--- src/rtl/assert_macros.svh ---
// ----------------------------------------------------------------------------
// assert_macros.svh
// shared assertion macros, sampled on clk and disabled while rst_n is low
// ----------------------------------------------------------------------------
`ifndef ASSERT_MACROS_SVH
`define ASSERT_MACROS_SVH

// same-cycle implication
`define ASSERT_IMPLIES(label, ante, cons, msg) \
    label: assert property (@(posedge clk) disable iff (!rst_n) (ante) |-> (cons)) \
        else $error(msg);

// next-cycle implication
`define ASSERT_NEXT(label, ante, cons, msg) \
    label: assert property (@(posedge clk) disable iff (!rst_n) (ante) |=> (cons)) \
        else $error(msg);

`endif

--- src/rtl/sdf_pkg.sv ---
`default_nettype none
// ----------------------------------------------------------------------------
// sdf_pkg
// types and constants shared by the distinct filter modules
// ----------------------------------------------------------------------------
package sdf_pkg;

    localparam int VALUE_W = 32;
    localparam int COUNT_W = 16;

    // entries held in one memory row, compared side by side
    localparam int LANES   = 8;
    localparam int LANE_SH = 3;

    localparam logic [COUNT_W-1:0] KEPT_MAX = 16'hFFFF;

    typedef logic [VALUE_W-1:0] value_t;
    typedef logic [LANES-1:0][VALUE_W-1:0] row_t;

endpackage
`default_nettype wire

--- src/rtl/sdf_seen_mem.sv ---
`default_nettype none
// ----------------------------------------------------------------------------
// sdf_seen_mem
// seen-set storage: rows of lanes, one lane written, one row read per cycle
// ----------------------------------------------------------------------------
module sdf_seen_mem #(
    parameter int ROW_W = 3
) (
    input  wire logic                        clk,
    input  wire logic                        wr_en,
    input  wire logic [ROW_W-1:0]            wr_row,
    input  wire logic [sdf_pkg::LANE_SH-1:0] wr_lane,
    input  wire sdf_pkg::value_t             wr_data,
    input  wire logic                        rd_en,
    input  wire logic [ROW_W-1:0]            rd_row,
    output sdf_pkg::row_t                    rd_data
);
    import sdf_pkg::*;

    localparam int ROW_DEPTH = 1 << ROW_W;

    row_t seen_mem [ROW_DEPTH];
    row_t rd_data_reg;

    // lane-enabled write
    always_ff @(posedge clk)
    begin
        if (wr_en)
        begin
            seen_mem[wr_row][wr_lane] <= wr_data;
        end
    end

    always_ff @(posedge clk)
    begin
        if (rd_en)
        begin
            rd_data_reg <= seen_mem[rd_row];
        end
    end

    assign rd_data = rd_data_reg;

endmodule
`default_nettype wire

--- src/rtl/sdf_lane_match.sv ---
`default_nettype none
// ----------------------------------------------------------------------------
// sdf_lane_match
// compares a key against every lane of one row, skipping lanes at or past the fill
// ----------------------------------------------------------------------------
module sdf_lane_match #(
    parameter int ROW_W  = 3,
    parameter int FILL_W = 7
) (
    input  wire sdf_pkg::row_t    row_data,
    input  wire logic [ROW_W-1:0] row,
    input  wire logic [FILL_W-1:0] fill,
    input  wire sdf_pkg::value_t  key,
    output logic                  hit
);
    import sdf_pkg::*;

    localparam int EXT_W = ROW_W + LANE_SH + 1;

    logic [LANES-1:0] lane_hit;
    logic [EXT_W-1:0] fill_ext;

    assign fill_ext = EXT_W'(fill);

    for (genvar l = 0; l < LANES; l++)
    begin : g_lane
        logic [EXT_W-1:0] entry_idx;
        assign entry_idx   = EXT_W'({row, LANE_SH'(l)});
        assign lane_hit[l] = (entry_idx < fill_ext) && (row_data[l] == key);
    end

    assign hit = |lane_hit;

endmodule
`default_nettype wire

--- src/rtl/stream_distinct_filter.sv ---
`default_nettype none
// ----------------------------------------------------------------------------
// stream_distinct_filter
// passes the first occurrence of each value of an array, drops repeats,
// and reports the kept count with the last element
// ----------------------------------------------------------------------------
// search: rows 0 .. ceil(fill / 8)-1 are read one after another, then the
//   search decides, fill being the number of stored values of the current array
// one search runs at a time, a new one starting as the last decides; the single
//   read port of the seen-set memory scans one 8-entry row per cycle
// reset: control, fill, count and overflow clear at once; the memory is not
//   cleared, entries at or past the fill are never matched
// ----------------------------------------------------------------------------
`include "assert_macros.svh"

module stream_distinct_filter #(
    parameter int CAPACITY = 64
) (
    input  wire logic                          clk,
    input  wire logic                          rst_n,
    // input channel
    input  wire logic                          item_valid,
    output logic                               item_ready,
    input  wire logic signed [sdf_pkg::VALUE_W-1:0] value,
    input  wire logic                          last,
    // result channel
    output logic                               res_valid,
    input  wire logic                          res_ready,
    output logic signed [sdf_pkg::VALUE_W-1:0] value_res,
    output logic                               is_kept,
    output logic [sdf_pkg::COUNT_W-1:0]        kept_count,
    output logic                               end_of_array,
    output logic                               overflow
);
    import sdf_pkg::*;

    // memory geometry derived from the capacity
    localparam int ROWS   = (CAPACITY + LANES - 1) / LANES;
    localparam int ROW_W  = (ROWS > 1) ? $clog2(ROWS) : 1;
    localparam int CNT_W  = $clog2(ROWS + 1);
    localparam int FILL_W = $clog2(CAPACITY + 1);
    localparam int EXT_W  = ROW_W + LANE_SH + 1;

    // one-entry holding stage in front of the search
    logic         hold_valid_reg, hold_valid_next;
    value_t       hold_value_reg;
    logic         hold_last_reg;

    // transaction under search
    logic         busy_reg, busy_next;
    value_t       cur_value_reg;
    logic         cur_last_reg;

    // row scan sequencer
    logic [CNT_W-1:0] issue_cnt_reg, issue_cnt_next;
    logic             rd_pending_reg;
    logic [ROW_W-1:0] rd_row_reg;
    logic             match_acc_reg, match_acc_next;

    // per-array state
    logic [FILL_W-1:0]  fill_reg, fill_next;
    logic [COUNT_W-1:0] kept_total_reg, kept_total_next;
    logic               ovf_reg, ovf_next;

    // result register
    logic               res_valid_reg, res_valid_next;
    value_t             res_value_reg;
    logic               res_kept_reg;
    logic [COUNT_W-1:0] res_count_reg;
    logic               res_eoa_reg;
    logic               res_ovf_reg;

    logic               item_fire;
    logic               load_cur;
    value_t             next_value;
    logic               next_last;
    logic [EXT_W-1:0]   fill_ext;
    logic [CNT_W-1:0]   rows_needed;
    logic               more_rows;
    logic               issue;
    logic               scan_done;
    logic               hit_now;
    logic               found;
    logic               kept;
    logic               emit;
    logic               res_free;
    logic               decide;
    logic               has_room;
    logic               wr_en;
    logic [ROW_W-1:0]   wr_row;
    logic [LANE_SH-1:0] wr_lane;
    logic [COUNT_W-1:0] kept_new;
    logic               ovf_new;
    row_t               rd_data;

    // ------------------------------------------------------------------
    // input side: the holding stage frees the port from the search
    // ------------------------------------------------------------------
    assign item_ready = !hold_valid_reg;
    assign item_fire  = item_valid && item_ready;

    // a new search starts when the searcher is free or finishing now
    assign load_cur   = (!busy_reg || decide) && (hold_valid_reg || item_fire);
    assign next_value = hold_valid_reg ? hold_value_reg : value_t'(value);
    assign next_last  = hold_valid_reg ? hold_last_reg : last;

    always_comb
    begin
        hold_valid_next = hold_valid_reg;
        if (item_fire && !load_cur)
        begin
            hold_valid_next = 1'b1;
        end
        else if (load_cur && hold_valid_reg)
        begin
            hold_valid_next = 1'b0;
        end
    end

    // ------------------------------------------------------------------
    // row scan: rows 0 .. ceil(fill/8)-1, one read per cycle
    // ------------------------------------------------------------------
    assign fill_ext    = EXT_W'(fill_reg);
    assign rows_needed = CNT_W'((fill_ext + EXT_W'(LANES - 1)) >> LANE_SH);
    assign more_rows   = issue_cnt_reg < rows_needed;
    assign issue       = busy_reg && more_rows;
    assign scan_done   = busy_reg && !more_rows;

    // the last row's compare folds straight into the decision
    assign found    = match_acc_reg || (rd_pending_reg && hit_now);
    assign kept     = !found;
    assign emit     = kept || cur_last_reg;
    assign res_free = !res_valid_reg || res_ready;
    assign decide   = scan_done && (!emit || res_free);

    // insertion at the fill position, written in the decision cycle so the
    // next search, which issues its first read no earlier than the cycle after, sees it
    assign has_room = fill_reg < FILL_W'(CAPACITY);
    assign wr_en    = decide && kept && has_room;
    assign wr_row   = ROW_W'(fill_ext >> LANE_SH);
    assign wr_lane  = fill_ext[LANE_SH-1:0];

    // saturating kept count and sticky overflow
    always_comb
    begin
        kept_new = kept_total_reg;
        if (kept && (kept_total_reg != KEPT_MAX))
        begin
            kept_new = kept_total_reg + COUNT_W'(1);
        end
    end

    assign ovf_new = ovf_reg || (kept && !has_room);

    always_comb
    begin
        busy_next       = busy_reg;
        issue_cnt_next  = issue_cnt_reg;
        match_acc_next  = match_acc_reg || (rd_pending_reg && hit_now);
        fill_next       = fill_reg;
        kept_total_next = kept_total_reg;
        ovf_next        = ovf_reg;

        if (issue)
        begin
            issue_cnt_next = issue_cnt_reg + CNT_W'(1);
        end

        if (decide)
        begin
            busy_next = 1'b0;
            if (cur_last_reg)
            begin
                // array done: the set empties for the next one
                fill_next       = '0;
                kept_total_next = '0;
                ovf_next        = 1'b0;
            end
            else
            begin
                kept_total_next = kept_new;
                ovf_next        = ovf_new;
                if (wr_en)
                begin
                    fill_next = fill_reg + FILL_W'(1);
                end
            end
        end

        if (load_cur)
        begin
            busy_next      = 1'b1;
            issue_cnt_next = '0;
            match_acc_next = 1'b0;
        end
    end

    // ------------------------------------------------------------------
    // result register
    // ------------------------------------------------------------------
    always_comb
    begin
        res_valid_next = res_valid_reg;
        if (decide && emit)
        begin
            res_valid_next = 1'b1;
        end
        else if (res_ready)
        begin
            res_valid_next = 1'b0;
        end
    end

    // ------------------------------------------------------------------
    // seen-set memory and lane compare
    // ------------------------------------------------------------------
    sdf_seen_mem #(
        .ROW_W   (ROW_W)
    ) u_seen_mem (
        .clk     (clk),
        .wr_en   (wr_en),
        .wr_row  (wr_row),
        .wr_lane (wr_lane),
        .wr_data (cur_value_reg),
        .rd_en   (issue),
        .rd_row  (issue_cnt_reg[ROW_W-1:0]),
        .rd_data (rd_data)
    );

    sdf_lane_match #(
        .ROW_W    (ROW_W),
        .FILL_W   (FILL_W)
    ) u_lane_match (
        .row_data (rd_data),
        .row      (rd_row_reg),
        .fill     (fill_reg),
        .key      (cur_value_reg),
        .hit      (hit_now)
    );

    // ------------------------------------------------------------------
    // registers
    // ------------------------------------------------------------------
    always_ff @(posedge clk or negedge rst_n)
    begin
        if (!rst_n)
        begin
            hold_valid_reg <= 1'b0;
            busy_reg       <= 1'b0;
            issue_cnt_reg  <= '0;
            rd_pending_reg <= 1'b0;
            match_acc_reg  <= 1'b0;
            fill_reg       <= '0;
            kept_total_reg <= '0;
            ovf_reg        <= 1'b0;
            res_valid_reg  <= 1'b0;
        end
        else
        begin
            hold_valid_reg <= hold_valid_next;
            busy_reg       <= busy_next;
            issue_cnt_reg  <= issue_cnt_next;
            rd_pending_reg <= issue;
            match_acc_reg  <= match_acc_next;
            fill_reg       <= fill_next;
            kept_total_reg <= kept_total_next;
            ovf_reg        <= ovf_next;
            res_valid_reg  <= res_valid_next;
        end
    end

    // payload registers
    always_ff @(posedge clk)
    begin
        if (item_fire && !load_cur)
        begin
            hold_value_reg <= value_t'(value);
            hold_last_reg  <= last;
        end
        if (load_cur)
        begin
            cur_value_reg <= next_value;
            cur_last_reg  <= next_last;
        end
        if (issue)
        begin
            rd_row_reg <= issue_cnt_reg[ROW_W-1:0];
        end
        if (decide && emit)
        begin
            res_value_reg <= kept ? cur_value_reg : '0;
            res_kept_reg  <= kept;
            res_count_reg <= kept_new;
            res_eoa_reg   <= cur_last_reg;
            res_ovf_reg   <= ovf_new;
        end
    end

    assign res_valid    = res_valid_reg;
    assign value_res    = $signed(res_value_reg);
    assign is_kept      = res_kept_reg;
    assign kept_count   = res_count_reg;
    assign end_of_array = res_eoa_reg;
    assign overflow     = res_ovf_reg;

    // ------------------------------------------------------------------
    // assertions
    // ------------------------------------------------------------------
    // overflow can only be raised once every entry is in use
    `ASSERT_IMPLIES(a_ovf_needs_full, ovf_reg, fill_reg == FILL_W'(CAPACITY), "overflow below full")
    // the last element empties the set
    `ASSERT_NEXT(a_last_clears, decide && cur_last_reg, (fill_reg == '0) && (kept_total_reg == '0) && !ovf_reg, "set not cleared after last")
    // a row read only belongs to a live search
    `ASSERT_IMPLIES(a_read_in_search, rd_pending_reg, busy_reg, "row read outside a search")
    // a dropped repeat only shows up as the end-of-array transaction
    `ASSERT_IMPLIES(a_drop_is_end, res_valid && !is_kept, end_of_array, "repeat emitted mid-array")

endmodule
`default_nettype wire
--- config.mk ---
export PLATFORM = sky130hd
export DESIGN_NAME = stream_distinct_filter
export DESIGN_NICKNAME = d
export VERILOG_FILES = /design/src/rtl/sdf_pkg.sv /design/src/rtl/sdf_seen_mem.sv /design/src/rtl/sdf_lane_match.sv /design/src/rtl/stream_distinct_filter.sv
export VERILOG_INCLUDE_DIRS = /design/src /design/src/rtl
export SDC_FILE = /design/constraint.sdc
export NUM_CORES = 2
export LEC_CHECK = 0
export BUFFER_PORTS_ARGS = -buffer_cell sky130_fd_sc_hd__buf_2
export CAP_MARGIN = 30
export CORE_MARGIN = 5
export CORE_UTILIZATION = 45
export CTS_CLUSTER_DIAMETER = 100
export DETAILED_ROUTE_END_ITERATION = 6
export MAX_ROUTING_LAYER = met4
export PLACE_DENSITY = 0.67
export SYNTH_ARGS = -nofsm -noshare
export SYNTH_HDL_FRONTEND = slang
export SYNTH_HIERARCHICAL = 1
export SYNTH_SLANG_ARGS = --single-unit
--- constraint.sdc ---
create_clock -name clk -period 13.75 [get_ports clk]
set_input_delay 2.0625 -clock clk [delete_from_list [all_inputs] [get_ports clk]]
set_output_delay 2.0625 -clock clk [all_outputs]
set_load 0.02 [all_outputs]
==> impl_metrics.yaml <==
run_status:
  status: "finished clean"
worst_setup_path:
  worstSetupPathType: "reg2reg"
  crit_fanout: 38
  critPathLaunchType: "flip-flop"
  required_ps: 14300
  worstSetupEndpointType: "flip-flop"
  critPathLaunch: "cur_value_reg[9]"
  critPathArrivalTime_ps: 8080
  reg2reg_from: "cur_value_reg[9]"
cells_and_area:
  largest_reg_flops: 2048
  final_common_cell: "edfxtp_1"
  syn_to_final_growth_pct: 14.23
  drive_gt1_share_pct: 32.24
  final_cell_mix: "edfxtp_1, mux4_2, mux2_2"
  nets: 4491
yosys:
  synth_seq_area_share_pct: 77.88
  synth_warnings: 6
  avgSynthCellArea_um2: 22.73
  synthAdderAreaFrac_pct: 0.1456
  syn_inst: 4158
  synth_area_leaders: "edfxtp_1, mux4_2, mux2_2"
  synth_ff_type: "edfxtp_1"
  yosys.area.top_type: "edfxtp_1"
  ys_types: 67
  synth-xor-area-share_pct: 2.455
  netlist.area_leader.share_pct: 77.01
  muxShareOfSynthArea_pct: 15.69
  ys_seq_elements: 2457
  syn-num-nets: 4206
  synth_edf_count: 2424
  synth_top_family_by_area: "multiplexers"
  synthArstFlopShare_pct: 1.343
  netlist_area_um2: 94520
  synth-simple-area-share_pct: 1.856
  synth_compound_area_share_pct: 0.6340
floorplan:
  placementRows: 168
  die_x_um: 468.3
  die-area_um2: 219300
  ioPinCount: 90
  core_um2: 209400
  die_h_um: 468.3
  initial_core_util_pct: 45.15
placement:
  dp_slack_ps: 6258
  place_congestion: 0.7681
  portBuffers: 89
  dp_hpwl_mm: 119.3
sta:
  fmax_mhz: 132.9
  slew_headroom_pct: 26.38
  tightestPinTransition_ps: 1104
  maxSlewViolCount: 0
  worst_slack_ps: 6225
  finalCritPeriodShare_pct: 54.73
  finalSetupTns_ps: 0
  setup_viol: 0
  layout_min_cycle_time_ps: 7525
  hold_viol_final: 0
  rsz0062_at_grt: "no"
  skew_ps: 35.59
route:
  wirelength_mm: 213.9
  viasPerCell: 5.755
  drcViolationCount: 0
  wl_per_cell_um: 28.70
  drt-pass1-iter-count: 6
  route.vias.total: 42907
  antenna_left: 0
  dr.first_iter.drc_count: 4886
cts:
  cts_tree: "built"
  clk_latency_ps: 850
  cts.clk_slew.worst_paths_ps: 60
  cts_setup_buffers: 0
  holdBufCountCts: 0
  ctsLongestPathBuffers: 3
  cts_resized: 0
  cts-root-buf: "clkbuf_16"
  clock-sinks: 2457
  htree_levels: 4
  cts_made_buffers: 232
grt:
  grt_pass1_vias: 43626
  grt_max_degree: 138
  grt.total_usage_pct: 20.12
  overflow: 0
  grt_pass1_wl_mm: 310.3
  antenna_found_initial: 8
power_and_ir_drop:
  ir_drop_mv: 1.377
  power_density_nw_per_um2: 232.4
  leakage_uw: 0.03376
run:
  cap_violations: 0
worst_hold_path:
  hp-start: "hold_value_reg[19]"
  holdCritPathClass: "reg2reg"
==> cell usage after synthesis, drive strengths merged (16+ instances only) <==
cell type,number
clkbuf,63
edfxtp,2424
xnor2,57
dfrtp,33
nand2,16
mux4,512
nand4,35
nand3,19
xor2,208
a21oi,21
nor4,63
nor2,93
inv,17
and2,37
mux2,292
buf,150
==> per-stage QoR <==
step | hold slack (ps) | util [%] | instance area [um2] | power (uW) | std cells
3_3_place_gp | 524.6 | 47.20 | 98810 | 18810 | 6947
6_report | 547.6 | 51.58 | 108000 | 25100 | 7455
5_1_grt | 570.9 | 51.57 | 108000 | 26100 | 7451
4_1_cts | 550.0 | 51.52 | 107900 | 25330 | 7444
2_1_floorplan | 492.9 | - | 94520 | 15870 | 4158
3_5_place_dp | 534.6 | 47.90 | 100300 | 18980 | 7009
==> where the power goes <==
group	total, uW	switching [uW]	internal [uW]
sequential	11200	475	10700
clock	6360	2700	3660
combinational	7580	4990	2590
total	25100	8160	16900
==> final timing paths <==
check                      slack, ps  cells past startpoint                          end
setup / recovery                6230                     17  u_seen_mem/seen_mem[4][218]
hold / removal                   550                      1            cur_value_reg[19]
setup reg to reg                6230                     17  u_seen_mem/seen_mem[4][218]
hold reg to reg                  550                      1            cur_value_reg[19]
max in group asynchronous      11840                      1             issue_cnt_reg[0]
min in group asynchronous       1310                      1           kept_total_reg[13]
==> worst max-delay path: stages, from the launching register on <==
cell and delay, ps:
edfxtp_1 720, buf_4 630, buf_4 420, xor2_1 120, nor4_1 220, nand4_1 210
nor3_1 590, a41oi_1 220, nand4_1 390, a21o_1 470, a21oi_1 180, a211o_1 300
buf_4 240, nor3_4 130, buf_4 350, nand4b_1 780, nor2_4 900, buf_16 250
==> per-layer routing <==
metal / GRT usage, % / part of all wire (%) / routed length, um
met1: 26.88 / 41 / 86710
met2: 31.38 / 49 / 105100
met3: 4.471 / 7.6 / 16210
met5: - / 0 / 0
met4: 5.951 / 2.8 / 5919
==> cell families (layout without fill, tap and decap cells) <==
| kind of cell | after synthesis | in the layout |
|---|---|---|
| AO/OA/AOI/OAI | 82 | 82 |
| AND/OR/NAND/NOR | 308 | 308 |
| buffers and inverters | 230 | 716 |
| adder cells (fa/ha/maj) | 11 | 11 |
| multiplexers | 805 | 805 |
| flip-flops | 2457 | 2457 |
| XOR/XNOR | 265 | 265 |
| other | 0 | 6 |
==> layout make-up <==
class	count	area, um2
fillers	15941	101400
flip-flops and latches	2457	73630
multi-input cells	1471	20160
clock buffers	283	6050
well taps	2805	3510
repair buffers	264	3022
clock inverters	152	1525
inverters	17	71.32
diodes	6	15.01
Power figures use the tool's default switching activity.
